[config.mk]
export PLATFORM = sky130hd
export DESIGN_NAME = cfow_prep
export DESIGN_NICKNAME = d
export VERILOG_FILES = /design/src/rtl/cfow_pkg.sv /design/src/rtl/cfow_prep.sv
export SDC_FILE = /design/constraint.sdc
export NUM_CORES = 1
export LEC_CHECK = 0
export CORE_MARGIN = 10
export CORE_UTILIZATION = 55
export CTS_CLUSTER_DIAMETER = 60
export CTS_CLUSTER_SIZE = 40
export DETAILED_ROUTE_END_ITERATION = 10
export DONT_BUFFER_PORTS = 1
export PLACE_DENSITY = 0.7
export SLEW_MARGIN = 20
export SYNTH_ARGS = -nofsm -noshare
export SYNTH_HDL_FRONTEND = slang
export SYNTH_SLANG_ARGS = --single-unit
export TNS_END_PERCENT = 50
[constraint.sdc]
create_clock -name clock -period 23 [get_ports clock]
set_input_delay 4.6 -clock clock [delete_from_list [all_inputs] [get_ports clock]]
set_output_delay 4.6 -clock clock [all_outputs]
set_load 0.005 [all_outputs]
[src/rtl/cfow_pkg.sv]
// shared types, constants and rounding helper for the chebyshev waveshaper
package cfow_pkg;

   localparam int SAMPLE_BITS_DEFAULT   = 16;
   localparam int FRACTION_BITS_DEFAULT = 8;

   localparam int ACC_FRAC     = 30;
   localparam int ACC_W        = 32;
   localparam int PROD_W       = 2 * ACC_W;
   localparam int RS_W         = 36;
   localparam int MAX_HARMONIC = 254;
   localparam int MAX_STEPS    = 8;
   localparam int ORDER_W      = 9;

   localparam logic signed [ACC_W-1:0]  ACC_ONE   = ACC_W'(64'sd1 <<< ACC_FRAC);
   localparam logic signed [RS_W-1:0]   RS_ONE    = RS_W'(64'sd1 <<< ACC_FRAC);
   localparam logic signed [RS_W-1:0]   RS_MONE   = -RS_ONE;
   localparam logic signed [PROD_W-1:0] PROD_HALF = PROD_W'(64'sd1 <<< (ACC_FRAC - 2));

   typedef struct packed {
      logic signed [ACC_W-1:0] x;
      logic signed [ACC_W-1:0] t1;
      logic signed [ACC_W-1:0] t2;
      logic [MAX_STEPS-1:0]    dir;
      logic [MAX_STEPS-1:0]    act;
   } item_type;

   // round a doubled product to q.30, subtract c, saturate to [-1,1]
   function automatic logic signed [ACC_W-1:0] dbl_round_sub(
      input logic signed [PROD_W-1:0] p,
      input logic signed [ACC_W-1:0]  c
   );
      logic signed [PROD_W-1:0] s;
      logic signed [RS_W-1:0]   r;
      s = p + PROD_HALF;
      r = RS_W'(s >>> (ACC_FRAC - 1)) - RS_W'(c);
      if (r > RS_ONE) begin
         r = RS_ONE;
      end else if (r < RS_MONE) begin
         r = RS_MONE;
      end
      return ACC_W'(r);
   endfunction

endpackage

[src/rtl/cfow_prep.sv]
// input stage: clamps, index doubling schedule and q.30 conversion
module cfow_prep #(
   parameter int SAMPLE_BITS   = cfow_pkg::SAMPLE_BITS_DEFAULT,
   parameter int FRACTION_BITS = cfow_pkg::FRACTION_BITS_DEFAULT
) (
   input  logic                            clock,
   input  logic                            reset,
   input  logic                            in_valid,
   output logic                            in_ready,
   input  logic signed [SAMPLE_BITS-1:0]   in_x_sample,
   input  logic signed [FRACTION_BITS+8:0] in_harmonic,
   output logic                            out_valid,
   input  logic                            out_ready,
   output cfow_pkg::item_type              out_item,
   output logic [FRACTION_BITS-1:0]        out_frac
);

   localparam int HARM_W = FRACTION_BITS + 9;
   localparam int SFRAC  = SAMPLE_BITS - 1;
   localparam logic signed [HARM_W-1:0] H_MAX =
      $signed(HARM_W'(cfow_pkg::MAX_HARMONIC) << FRACTION_BITS);

   logic signed [cfow_pkg::ACC_W-1:0] x_conv;

   generate
      if (SFRAC <= cfow_pkg::ACC_FRAC) begin : g_widen
         assign x_conv = cfow_pkg::ACC_W'(in_x_sample) <<< (cfow_pkg::ACC_FRAC - SFRAC);
      end else begin : g_round
         logic signed [SAMPLE_BITS:0] x_sum;
         assign x_sum  = (SAMPLE_BITS + 1)'(in_x_sample) + (SAMPLE_BITS + 1)'(1);
         assign x_conv = cfow_pkg::ACC_W'(x_sum >>> (SFRAC - cfow_pkg::ACC_FRAC));
      end
   endgenerate

   logic                         valid_ff, valid_in;
   cfow_pkg::item_type           item_ff, item_in;
   logic [FRACTION_BITS-1:0]     frac_ff, frac_in;

   always_comb begin
      logic signed [HARM_W-1:0]          hc;
      logic [cfow_pkg::ORDER_W-1:0]      newo;
      logic [cfow_pkg::MAX_STEPS-1:0]    dir;
      logic [cfow_pkg::MAX_STEPS-1:0]    act;
      hc = in_harmonic;
      if (hc < 0) begin
         hc = '0;
      end else if (hc > H_MAX) begin
         hc = H_MAX;
      end
      newo = cfow_pkg::ORDER_W'(hc[FRACTION_BITS +: 8]) + cfow_pkg::ORDER_W'(2);
      dir  = '0;
      act  = '0;
      for (int j = 0; j < cfow_pkg::MAX_STEPS; j++) begin
         if (newo > cfow_pkg::ORDER_W'(2)) begin
            dir  = {dir[cfow_pkg::MAX_STEPS-2:0], newo[0]};
            act  = {act[cfow_pkg::MAX_STEPS-2:0], 1'b1};
            newo = cfow_pkg::ORDER_W'(
               ((cfow_pkg::ORDER_W + 1)'(newo) + (cfow_pkg::ORDER_W + 1)'(1)) >> 1);
         end
      end
      frac_in    = hc[FRACTION_BITS-1:0];
      item_in.x  = x_conv;
      item_in.t1 = x_conv;
      item_in.t2 = x_conv;
      item_in.dir = dir;
      item_in.act = act;
   end

   assign in_ready = !valid_ff || out_ready;
   assign valid_in = in_ready ? in_valid : valid_ff;

   always_ff @(posedge clock) begin
      if (reset) begin
         valid_ff <= 1'b0;
      end else begin
         valid_ff <= valid_in;
      end
   end

   always_ff @(posedge clock) begin
      if (in_ready) begin
         item_ff <= item_in;
         frac_ff <= frac_in;
      end
   end

   assign out_valid = valid_ff;
   assign out_item  = item_ff;
   assign out_frac  = frac_ff;

endmodule

==> out/results.tsv <==
metric	value	unit
synthCells	550	
die_h	114.7	um
grt_pass1_wl	18900	um
finalHoldViolCount	0	
finalCritPeriodShare	60.20	%
nFillCells	789	
root_buffer	clkbuf_8	
rsz0062_at_grt	false	
max_clock_freq	72.23	MHz
tightest_slew	0.8932	ns
crit_cells	33	
cts_resized	0	
synth-seq-cells	41	
drc_errors	0	
gp_congestion	0.8845	
grt_pass1_vias	3672	
power_per_cell_area	117.5	nW/um2
maxSlewViolCount	0	
drive_above_1_share	12.60	%
ir_worst_vdd	0.05874	mV
num_antenna_cells	0	
busiest_layer	met2	
ys_warn_count	0	
synthTopCellsByArea	edfxtp_1, buf_4, ha_1	
routed_wl	11930	um
routedWlPerCell	19.62	um
cts_tree	built	
start_kind	input port	
antenna_found_initial	0	
synth_flop_cell	edfxtp_1	
synth_top_area_share	24.38	%
setup_viol	0	
vias	3983	
reg2reg_depth	2	
syn_area	4927	um2
grt_max_degree	43	
cp_common_cell	ha_1	
regArea	1221	um2
period_minus_slack	13.85	ns
synth_edf_count	40	
worst_path_max_delay_cell	nor2_1	
crit_path_end_kind	flip-flop	
post-route-util	53.01	%
clock_path_buffers	2	
nNetsFinal	552	
die_w	114.7	um
grtUsageMet2	29.33	%
grt_overflow	0	
slowest_delay	0.56	ns
initial_core_util	56.50	%
cts_hold_buffers	0	
worstSetupPathType	input port to flip-flop	
status	completed	
gr-usage-met3	2.411	%
path_max_fanout	19	
ys_types	103	
stdcell_area	4623	um2
core-area	8721	um2
hold_slack	0.9589	ns
grt_usage	17.00	%
firstDrtPassIters	5	
worstPathArrival	13.85	ns
maxCapViolations	0	
cts_sinks	41	
rows	34	
drt_iter0_drc	328	
min_path_cells	2	
post-place-cells	601	
stdcell_count	608	
postRouteAntennaNets	0	
htree_levels	2	
die_area	13140	um2
place_area	4519	um2
ys_seq_area_share	24.78	%
post_cts_buffers	0	
hpwlAfterDp	9706	um
numPortBuffers	0	
ys_top_cells_by_count	buf_4, edfxtp_1, nor2_1	
power	0.5430	mW
path_clk_slew	0.07	ns
worstSkewPairLatency	0.28	ns
multi_input_area	3084	um2
fin_setup_tns	0	ns
route.detailed.vias_per_inst	6.551	
ios	159	
synth_area_per_cell	8.959	um2
cp_data_required_time	23.01	ns
cp_top_family	simple AND/OR/NAND/NOR gates	
syn2layout_area_growth	-6.171	%
finalClockSkew	0.005068	ns
worstPathBufferInverterCount	2	
pre_cts_ws	8.927	ns
async_flop_share	0	%
worst_slack	9.155	ns
cts_made_buffers	5	
hold_path_class	flip-flop to flip-flop	
grt.met1_usage	21.62	%
maxSlewHeadroom	40.30	%
yosysMostFrequentCell	buf_4	
synth_top_area_cell	edfxtp_1	
p_leak	1.752	nW
## area by class of cell
class / count / area share [%]
clock buffers: 5 / 1.488
inverters: 19 / 1.543
repair buffers: 1 / 0.1624
flip-flops and latches: 41 / 26.41
clock inverters: 2 / 0.7578
multi-input cells: 432 / 66.71
well taps: 108 / 2.923
## flip-flops by register name (all words and copies together) (netlist names)
name       cells
out_frac       8
out_item      32
out_valid      1
## final timing paths
kind / start / to / slack (ns)
max: in_harmonic[16] / out_item[11] / 9.15
min reg2reg: out_valid / out_frac[4] / 0.96
max reg2reg: out_valid / out_item[36] / 21.79
min: out_valid / out_frac[4] / 0.96
## tightest hold or removal path, stage by stage (launching register included)
cell	delay, ns
dfxtp_1	0.40
nand2b_2	0.06
buf_4	0.27
## cell families (layout without fill, tap and decap cells)
family | count (synthesis) | count (layout) | share of synthesized area, %
simple gates | 186 | 186 | 22.83
compound gates | 144 | 144 | 23.06
buf+inv | 121 | 27 | 16.02
flops | 41 | 41 | 24.78
xor+xnor | 21 | 21 | 4.749
mux | 20 | 20 | 4.469
fa+ha+maj | 16 | 16 | 4.012
other cells | 1 | 45 | 0.07611
## where the power goes
group,switching (mW),internal [mW]
combinational,0.231,0.143
sequential,0.00950,0.107
clock,0.0214,0.0315
## metal layers
layer  vias up  wire [um]
met5         -          0
met4         0        130
met3        11        890
met2       224       5779
met1      1897       5130
li1       1851          -
## layout by cell type (no fill, tap or decap), types with 4 or more instances in the layout
master	Yosys	final
nor4_1	8	8
a21oi_1	30	30
nand3_1	8	8
a21boi_0	5	5
ha_1	15	15
or2_2	8	8
and2_1	10	10
or3_1	6	6
a31oi_1	8	8
mux2i_1	13	13
xor2_1	6	6
a211o_1	4	4
nor2_1	36	36
and3_1	8	8
nand2_1	24	24
nor3_1	18	18
o21a_1	7	7
inv_1	18	18
nand2b_1	7	6
o21ai_0	12	12
a21o_1	7	7
and4_1	7	7
conb_1	1	45
nand4_1	10	10
clkbuf_8	0	5
mux2_2	4	4
o31ai_1	8	8
xnor2_1	10	10
nor2b_1	5	5
edfxtp_1	40	40
Power figures use the tool's default switching activity.
