--- src/rtl/cfow_pkg.sv ---
// shared types, constants and rounding helper for the chebyshev waveshaper
package cfow_pkg;

   localparam int SAMPLE_BITS_DEFAULT   = 16;
   localparam int FRACTION_BITS_DEFAULT = 8;

   localparam int ACC_FRAC     = 30;
   localparam int ACC_W        = 32;
   localparam int PROD_W       = 2 * ACC_W;
   localparam int RS_W         = 36;
   localparam int MAX_HARMONIC = 254;
   localparam int MAX_STEPS    = 8;
   localparam int ORDER_W      = 9;

   localparam logic signed [ACC_W-1:0]  ACC_ONE   = ACC_W'(64'sd1 <<< ACC_FRAC);
   localparam logic signed [RS_W-1:0]   RS_ONE    = RS_W'(64'sd1 <<< ACC_FRAC);
   localparam logic signed [RS_W-1:0]   RS_MONE   = -RS_ONE;
   localparam logic signed [PROD_W-1:0] PROD_HALF = PROD_W'(64'sd1 <<< (ACC_FRAC - 2));

   typedef struct packed {
      logic signed [ACC_W-1:0] x;
      logic signed [ACC_W-1:0] t1;
      logic signed [ACC_W-1:0] t2;
      logic [MAX_STEPS-1:0]    dir;
      logic [MAX_STEPS-1:0]    act;
   } item_type;

   // round a doubled product to q.30, subtract c, saturate to [-1,1]
   function automatic logic signed [ACC_W-1:0] dbl_round_sub(
      input logic signed [PROD_W-1:0] p,
      input logic signed [ACC_W-1:0]  c
   );
      logic signed [PROD_W-1:0] s;
      logic signed [RS_W-1:0]   r;
      s = p + PROD_HALF;
      r = RS_W'(s >>> (ACC_FRAC - 1)) - RS_W'(c);
      if (r > RS_ONE) begin
         r = RS_ONE;
      end else if (r < RS_MONE) begin
         r = RS_MONE;
      end
      return ACC_W'(r);
   endfunction

endpackage

--- src/rtl/cfow_interp.sv ---
// interpolation between T(k) and T(k+1), output rounding and saturation
module cfow_interp #(
   parameter int SAMPLE_BITS   = cfow_pkg::SAMPLE_BITS_DEFAULT,
   parameter int FRACTION_BITS = cfow_pkg::FRACTION_BITS_DEFAULT
) (
   input  logic                          clock,
   input  logic                          reset,
   input  logic                          in_valid,
   output logic                          in_ready,
   input  cfow_pkg::item_type            in_item,
   input  logic [FRACTION_BITS-1:0]      in_frac,
   output logic                          out_valid,
   input  logic                          out_ready,
   output logic signed [SAMPLE_BITS-1:0] out_y_sample
);

   localparam int DW    = cfow_pkg::ACC_W + 1;
   localparam int PW    = DW + FRACTION_BITS + 1;
   localparam int YW    = 35;
   localparam int SFRAC = SAMPLE_BITS - 1;
   localparam logic signed [PW-1:0] P_HALF  = PW'(1) << (FRACTION_BITS - 1);
   localparam logic signed [YW-1:0] OUT_MAX = {{(YW - SFRAC){1'b0}}, {SFRAC{1'b1}}};
   localparam logic signed [YW-1:0] OUT_MIN = {{(YW - SFRAC){1'b1}}, {SFRAC{1'b0}}};

   logic                              a_ready;
   logic                              a_valid_ff, a_valid_in;
   logic signed [cfow_pkg::ACC_W-1:0] a_t1_ff;
   logic signed [PW-1:0]              a_p_ff, a_p_in;

   logic                              b_ready;
   logic                              b_valid_ff, b_valid_in;
   logic signed [SAMPLE_BITS-1:0]     b_y_ff, b_y_in;

   logic signed [YW-1:0]              y_sum;
   logic signed [YW-1:0]              y_scaled;

   always_comb begin
      logic signed [DW-1:0]              d;
      logic signed [FRACTION_BITS:0]     fe;
      d      = DW'(in_item.t2) - DW'(in_item.t1);
      fe     = $signed({1'b0, in_frac});
      a_p_in = PW'(d) * PW'(fe);
   end

   assign a_ready    = !a_valid_ff || b_ready;
   assign a_valid_in = a_ready ? in_valid : a_valid_ff;
   assign in_ready   = a_ready;

   always_comb begin
      logic signed [PW-1:0] ps;
      ps    = a_p_ff + P_HALF;
      y_sum = YW'(a_t1_ff) + YW'(ps >>> FRACTION_BITS);
   end

   generate
      if (SFRAC < cfow_pkg::ACC_FRAC) begin : g_down
         localparam int OSH = cfow_pkg::ACC_FRAC - SFRAC;
         localparam logic signed [YW-1:0] Y_HALF = YW'(1) << (OSH - 1);
         logic signed [YW-1:0] y_rnd;
         assign y_rnd    = y_sum + Y_HALF;
         assign y_scaled = y_rnd >>> OSH;
      end else if (SFRAC == cfow_pkg::ACC_FRAC) begin : g_same
         assign y_scaled = y_sum;
      end else begin : g_up
         assign y_scaled = y_sum <<< (SFRAC - cfow_pkg::ACC_FRAC);
      end
   endgenerate

   always_comb begin
      if (y_scaled > OUT_MAX) begin
         b_y_in = SAMPLE_BITS'(OUT_MAX);
      end else if (y_scaled < OUT_MIN) begin
         b_y_in = SAMPLE_BITS'(OUT_MIN);
      end else begin
         b_y_in = SAMPLE_BITS'(y_scaled);
      end
   end

   assign b_ready    = !b_valid_ff || out_ready;
   assign b_valid_in = b_ready ? a_valid_ff : b_valid_ff;

   always_ff @(posedge clock) begin
      if (reset) begin
         a_valid_ff <= 1'b0;
         b_valid_ff <= 1'b0;
      end else begin
         a_valid_ff <= a_valid_in;
         b_valid_ff <= b_valid_in;
      end
   end

   always_ff @(posedge clock) begin
      if (a_ready) begin
         a_t1_ff <= in_item.t1;
         a_p_ff  <= a_p_in;
      end
      if (b_ready) begin
         b_y_ff <= b_y_in;
      end
   end

   assign out_valid    = b_valid_ff;
   assign out_y_sample = b_y_ff;

endmodule

--- config.mk ---
export PLATFORM = sky130hd
export DESIGN_NAME = cfow_interp
export DESIGN_NICKNAME = d
export VERILOG_FILES = /design/src/rtl/cfow_pkg.sv /design/src/rtl/cfow_interp.sv
export SDC_FILE = /design/constraint.sdc
export NUM_CORES = 1
export LEC_CHECK = 0
export BUFFER_PORTS_ARGS = -buffer_cell sky130_fd_sc_hd__buf_2
export CORE_MARGIN = 2
export CORE_UTILIZATION = 55
export CTS_CLUSTER_DIAMETER = 80
export DETAILED_ROUTE_END_ITERATION = 16
export GPL_TIMING_DRIVEN = 0
export PLACE_DENSITY = 0.77
export SYNTH_ARGS = -nofsm -noshare
export SYNTH_HDL_FRONTEND = slang
export SYNTH_SLANG_ARGS = --single-unit
--- constraint.sdc ---
create_clock -name clock -period 8.55 [get_ports clock]
set_input_delay 1.71 -clock clock [delete_from_list [all_inputs] [get_ports clock]]
set_output_delay 1.71 -clock clock [all_outputs]
set_load 0.005 [all_outputs]
==> results of run 1 <==
==> critical path, stage by stage <==
cell	delay, ns
buf_2	0.10
inv_1	0.06
ha_1	0.30
buf_6	0.14
nand2_2	0.08
or4_1	0.49
a211o_1	0.35
a211o_4	0.38
a21boi_2	0.16
o21ai_2	0.10
nor3b_4	0.22
or3b_1	0.39
fa_1	0.51
inv_1	0.06
fa_1	0.47
fa_1	0.51
inv_1	0.06
fa_1	0.57
inv_1	0.08
ha_4	0.26
o21ai_1	0.13
a21oi_1	0.07
o31a_1	0.28
a211oi_4	0.22
o21ba_4	0.24
a21oi_2	0.09
o41ai_2	0.31
xnor2_1	0.16
==> layout make-up <==
class                   instances  area (µm²)
inverters                     327        1230
well taps                     390         488
multi-input cells            1381       13000
clock inverters                 7        97.6
flip-flops and latches         85        2530
clock buffers                   9         225
fillers                      2407       11000
plain buffers                  59         254
repair buffers                129         764
==> through the flow <==
| step | cells | hold WS [ns] | cell area (µm²) | util, % |
|---|---|---|---|---|
| floorplan | 1853 | 0.463 | 16500 | - |
| global placement | 2336 | 0.477 | 17500 | 59.0 |
| detailed placement | 2337 | 0.545 | 17500 | 59.1 |
| CTS | 2357 | 0.554 | 18000 | 60.7 |
| global route | 2387 | 0.577 | 18600 | 62.7 |
| finish | 2387 | 0.549 | 18600 | 62.7 |
==> final timing paths <==
kind | endpoint
max | a_p_ff[39]$_DFFE_PP_
min | out_valid$_SDFFE_PP0P_
max reg2reg | out_y_sample[13]$_SDFFCE_PN1P_
min reg2reg | out_valid$_SDFFE_PP0P_
==> flip-flops by register name, summed over array words and instances, names as in the netlist <==
name,cells
a_p_ff,35
a_t1_ff,32
a_valid_ff,1
out_valid,1
out_y_sample,16
==> routing by layer <==
| layer | GRT usage [%] | vias to the layer above |
|---|---|---|
| met2 | 44.7 | 580 |
| met1 | 35.2 | 6604 |
| li1 | - | 6420 |
| met5 | 0 | - |
| met3 | 3.64 | 106 |
| met4 | 9.77 | 0 |
==> cells in the final DEF (no fill, tap or decap), types with 7 or more instances in the layout <==
| cell type | instances |
|---|---|
| mux2i_1 | 10 |
| mux2_2 | 7 |
| nand2b_1 | 23 |
| edfxtp_1 | 83 |
| ha_1 | 167 |
| xor2_1 | 22 |
| and3_1 | 29 |
| o21ai_0 | 33 |
| a31oi_1 | 8 |
| clkbuf_1 | 47 |
| fa_1 | 201 |
| buf_2 | 98 |
| a21o_1 | 36 |
| nand3_1 | 38 |
| and2_1 | 126 |
| nor2b_1 | 11 |
| a21oi_2 | 8 |
| nand2_1 | 174 |
| clkbuf_16 | 9 |
| nand4_1 | 27 |
| buf_4 | 35 |
| and4_1 | 7 |
| inv_1 | 326 |
| nor3_1 | 27 |
| or2_2 | 7 |
| a211oi_1 | 22 |
| a21oi_1 | 57 |
| nor2_1 | 76 |
| xnor2_1 | 58 |
| o22ai_1 | 12 |
| ha_4 | 10 |
| nand3b_1 | 11 |
| o211ai_1 | 10 |
| o21a_1 | 17 |
| xnor2_2 | 11 |
==> cells by family after synthesis <==
family / after synthesis / share of synthesized area, %
xor gates and xnor gates: 96 / 5.08
DFF: 85 / 15.3
and+or+nand+nor: 602 / 19.1
buffers and inverters: 387 / 8.92
adders and majority gates: 382 / 38.2
muxes: 17 / 1.08
AOI/OAI and AO/OA: 284 / 12.3
==> what timing repair did <==
item | 4_1_cts | 5_1_grt
gates resized for setup | 20 | 72
endpoints found under the setup margin | 19 | 17
setup buffers | 5 | 30
pin swaps | 4 | 26
==> results.cfg, run 1 <==
[clocking]
cts-htree-levels = 3
numCtsBuffers = 9
cts_tree = built
hold_buffers = 0
clockBufferDepth = 2
clock-sinks = 85
clock_latency_ns = 0.34
path_clk_slew_ns = 0.06
cts-root-buf = clkbuf_16

[placement]
place_ws_ns = -0.803
post-dp-hpwl_mm = 34.0
io_buffers = 93
gp_congestion = 0.958

[synthesis]
synth.most_common_cell = inv_1
avgSynthCellArea_um2 = 8.92
synth.top_cell.area_share_pct = 24.7
ys_top_cells_by_area = fa_1 (25%), edfxtp_1 (15%), ha_1 (13%)
seq_area_frac_synth_pct = 15.3
async_reset_ff_share_pct = 0
synth_top_flop_cell = edfxtp_1
yosysTopAreaCell = fa_1
synth_seq_cells = 85
synthCells = 1853
synth-edff-count = 83
synth.distinct_cells = 87
syn_nets = 2359
yosys_warnings = 0
synthTopCellsByCount = inv_1 (327), fa_1 (204), ha_1 (178)
syn_area_um2 = 16500

[sta]
maxSlewViolCount = 0
worst_slew_pin_slew_ns = 1.01
fin_tns_setup_ns = 0
fmax_mhz = 118
fin_ws_ns = 0.106
setup_viol = 0
finalHoldViolCount = 0
slew_headroom_pct = 32.0
fin_crit_ns = 8.44
skew_ns = 0.00795
post-route-period-util_pct = 98.8

[die]
io-pin-count = 142
dieWidth_um = 177
rows = 63
die_area_um2 = 31500
die_y_um = 177
start_util_pct = 55.8
core_area_um2 = 29600

[drt]
dr.pass1.iters = 6
wl_met2_mm = 20.1
vias = 13700
routed_wl_mm = 42.3
routed.top_layer = met4
drc = 0
wl_met3_mm = 3.15
drt_iter0_drc = 891
via_per_inst = 5.74
wl_met1_mm = 17.6
wl_per_cell_um = 17.7
drtAntennaViolNets = 0

[global_route]
track_usage_pct = 26.6
grt_pass1_vias = 13700
antenna_found_initial = 1
gr-total-overflow = 0
grt_start_max_net_pins = 69
grt_pass1_wl_mm = 66.5

[final_layout]
synthToLayoutAreaGrowth_pct = 12.4
n_antenna_cell = 0
drive_gt1_share_pct = 13.0
final_nets = 2498

[worst_hold_path]
min_from = a_valid_ff$_SDFFE_PP0P_
hold_path_class = flop to flop
min_path_cells = 2

[critical_path]
endpoint_kind = flop
required_ns = 8.62
critical_path_class = input pin to flop
critPathLaunchType = input pin
cp_max_fo = 8
crit_start = in_item[59]
critPathArrivalTime_ns = 8.51
reg2reg_from = a_p_ff[13]$_DFFE_PP_
reg2regPathDepth = 20
reg2reg_setup_slack_ns = 2.89

[outcome]
status = complete, no violations

[run]
cap_violations = 0
Power of run 1 is left out: the tool's default activity adds up to more than one toggle a clock period on the data nets, which glitch-free logic cannot reach.
==> run 2: changes to the inputs <==
--- a/config.mk
+++ b/config.mk
@@ -11,7 +11,8 @@
 export CTS_CLUSTER_DIAMETER = 80
 export DETAILED_ROUTE_END_ITERATION = 16
 export GPL_TIMING_DRIVEN = 0
-export PLACE_DENSITY = 0.77
+export PLACE_DENSITY = 0.74
+export SLEW_MARGIN = 10
 export SYNTH_ARGS = -nofsm -noshare
 export SYNTH_HDL_FRONTEND = slang
 export SYNTH_SLANG_ARGS = --single-unit
==> constraint.sdc (replaced) <==
create_clock -name clock -period 9.6 [get_ports clock]
set_input_delay 1.92 -clock clock [delete_from_list [all_inputs] [get_ports clock]]
set_output_delay 1.92 -clock clock [all_outputs]
set_load 0.005 [all_outputs]
==> results.cfg, run 2 (synthesis gave the netlist of run 1 again) <==
[outcome]
status = complete, no violations

[critical_path]
required_ns = 9.67
critical_path_class = input pin to flop
critPathBufInv = 4
crit_top_cell = fa_1
critPathTopFamily = adder cells
endpoint_kind = flop
reg2reg_setup_slack_ns = 3.53
critPathLaunchType = input pin
cpPeakStageDelay_ns = 0.67
cpMaxStageDelayCell = xnor2_1
critPathArrivalTime_ns = 9.21
cp_max_fo = 8

[drt]
via_per_inst = 5.63
drc = 0
vias = 13200
wl_per_cell_um = 17.6
drtAntennaViolNets = 0
dr.pass1.iters = 8
drt_iter0_drc = 1090
routed_wl_mm = 41.4

[die]
io-pin-count = 142
die_area_um2 = 31500
start_util_pct = 55.8
dieWidth_um = 177
core_area_um2 = 29600
die_y_um = 177
rows = 63

[global_route]
grt_start_max_net_pins = 68
grt_pass1_vias = 13700
gr-total-overflow = 0
antenna_found_initial = 0
grt_pass1_wl_mm = 67.8
track_usage_pct = 27.3

[clocking]
clockBufferDepth = 2
ctsResizeCount = 0
clock-sinks = 85
cts_tree = built
cts-root-buf = clkbuf_16
post_cts_buffers = 0
cts-htree-levels = 3
path_clk_slew_ns = 0.07
hold_buffers = 0
clock_latency_ns = 0.34
numCtsBuffers = 9

[placement]
io_buffers = 93
post-dp-hpwl_mm = 35.1
gp_congestion = 0.938

[sta]
fin_crit_ns = 9.14
post-route-period-util_pct = 95.2
fmax_mhz = 109
slew_headroom_pct = 23.2
rsz0062_at_grt = no
fin_tns_setup_ns = 0
setup_viol = 0
finalHoldViolCount = 0
maxSlewViolCount = 0
skew_ns = 0.00788
worst_slew_pin_slew_ns = 1.15

[final_layout]
final_cell_mix = inv_1 (327), fa_1 (204), ha_1 (178), nand2_1 (175), and2_1 (126)
multi_input_area_um2 = 12600
final_common_cell = inv_1
fill_cells = 2610
drive_gt1_share_pct = 8.30
n_antenna_cell = 0
largest_reg_flops = 35
synthToLayoutAreaGrowth_pct = 7.72
seq_area_um2 = 2530
final_nets = 2465
regMostFlops = a_p_ff

[run]
cap_violations = 0

[worst_hold_path]
hold_path_class = flop to flop
-- run 2: worst paths after layout --
| check | from | to | depth (start not counted) |
|---|---|---|---|
| setup / recovery | in_item[48] | a_p_ff[39]$_DFFE_PP_ | 28 |
| hold / removal | a_valid_ff$_SDFFE_PP0P_ | out_valid$_SDFFE_PP0P_ | 2 |
| setup reg to reg | a_p_ff[13]$_DFFE_PP_ | out_y_sample[13]$_SDFFCE_PN1P_ | 20 |
| hold reg to reg | a_valid_ff$_SDFFE_PP0P_ | out_valid$_SDFFE_PP0P_ | 2 |
-- run 2: metal layers --
metal	GRT usage (%)	routed length, µm
met5	0	0
met4	9.15	1240
met3	3.41	2710
met2	44.8	19000
met1	37.5	18500
-- run 2: stage by stage --
stage | hold slack, ns | std cells | instance area, µm² | utilization [%] | worst slack, ns
2_1_floorplan | 0.463 | 1853 | 16500 | - | 1.15
3_5_place_dp | 0.538 | 2338 | 17500 | 59.1 | 0.0413
4_1_cts | 0.548 | 2354 | 17800 | 60.0 | 0.416
6_report | 0.547 | 2354 | 17800 | 60.1 | 0.462
5_1_grt | 0.582 | 2354 | 17800 | 60.1 | 0.0453
3_3_place_gp | 0.481 | 2336 | 17500 | 59.0 | -0.122
-- run 2: layout make-up --
cell class	instances	share of cell area, %
repair buffers	95	2.80
clock inverters	6	0.218
well taps	390	2.74
multi-input cells	1381	70.5
plain buffers	60	1.39
flip-flops and latches	85	14.2
clock buffers	10	1.29
inverters	327	6.89
-- run 2: worst register-to-register path: stages (launching register included) --
cell      delay (ns)
edfxtp_1        0.43
and4_1          0.28
and4_1          0.28
and4_1          0.29
nand3_1         0.15
nor2_1          0.23
nand4_1         0.23
or2_2           0.36
xnor2_1         0.21
ha_1            0.28
ha_1            0.28
clkbuf_1        0.19
a21o_1          0.25
a311oi_1        0.28
o31ai_1         0.12
a211oi_1        0.39
o311ai_0        0.35
xor2_1          0.28
nor4b_4         0.55
buf_4           0.26
o32ai_1         0.11
Power of run 2 is left out for the same reason.
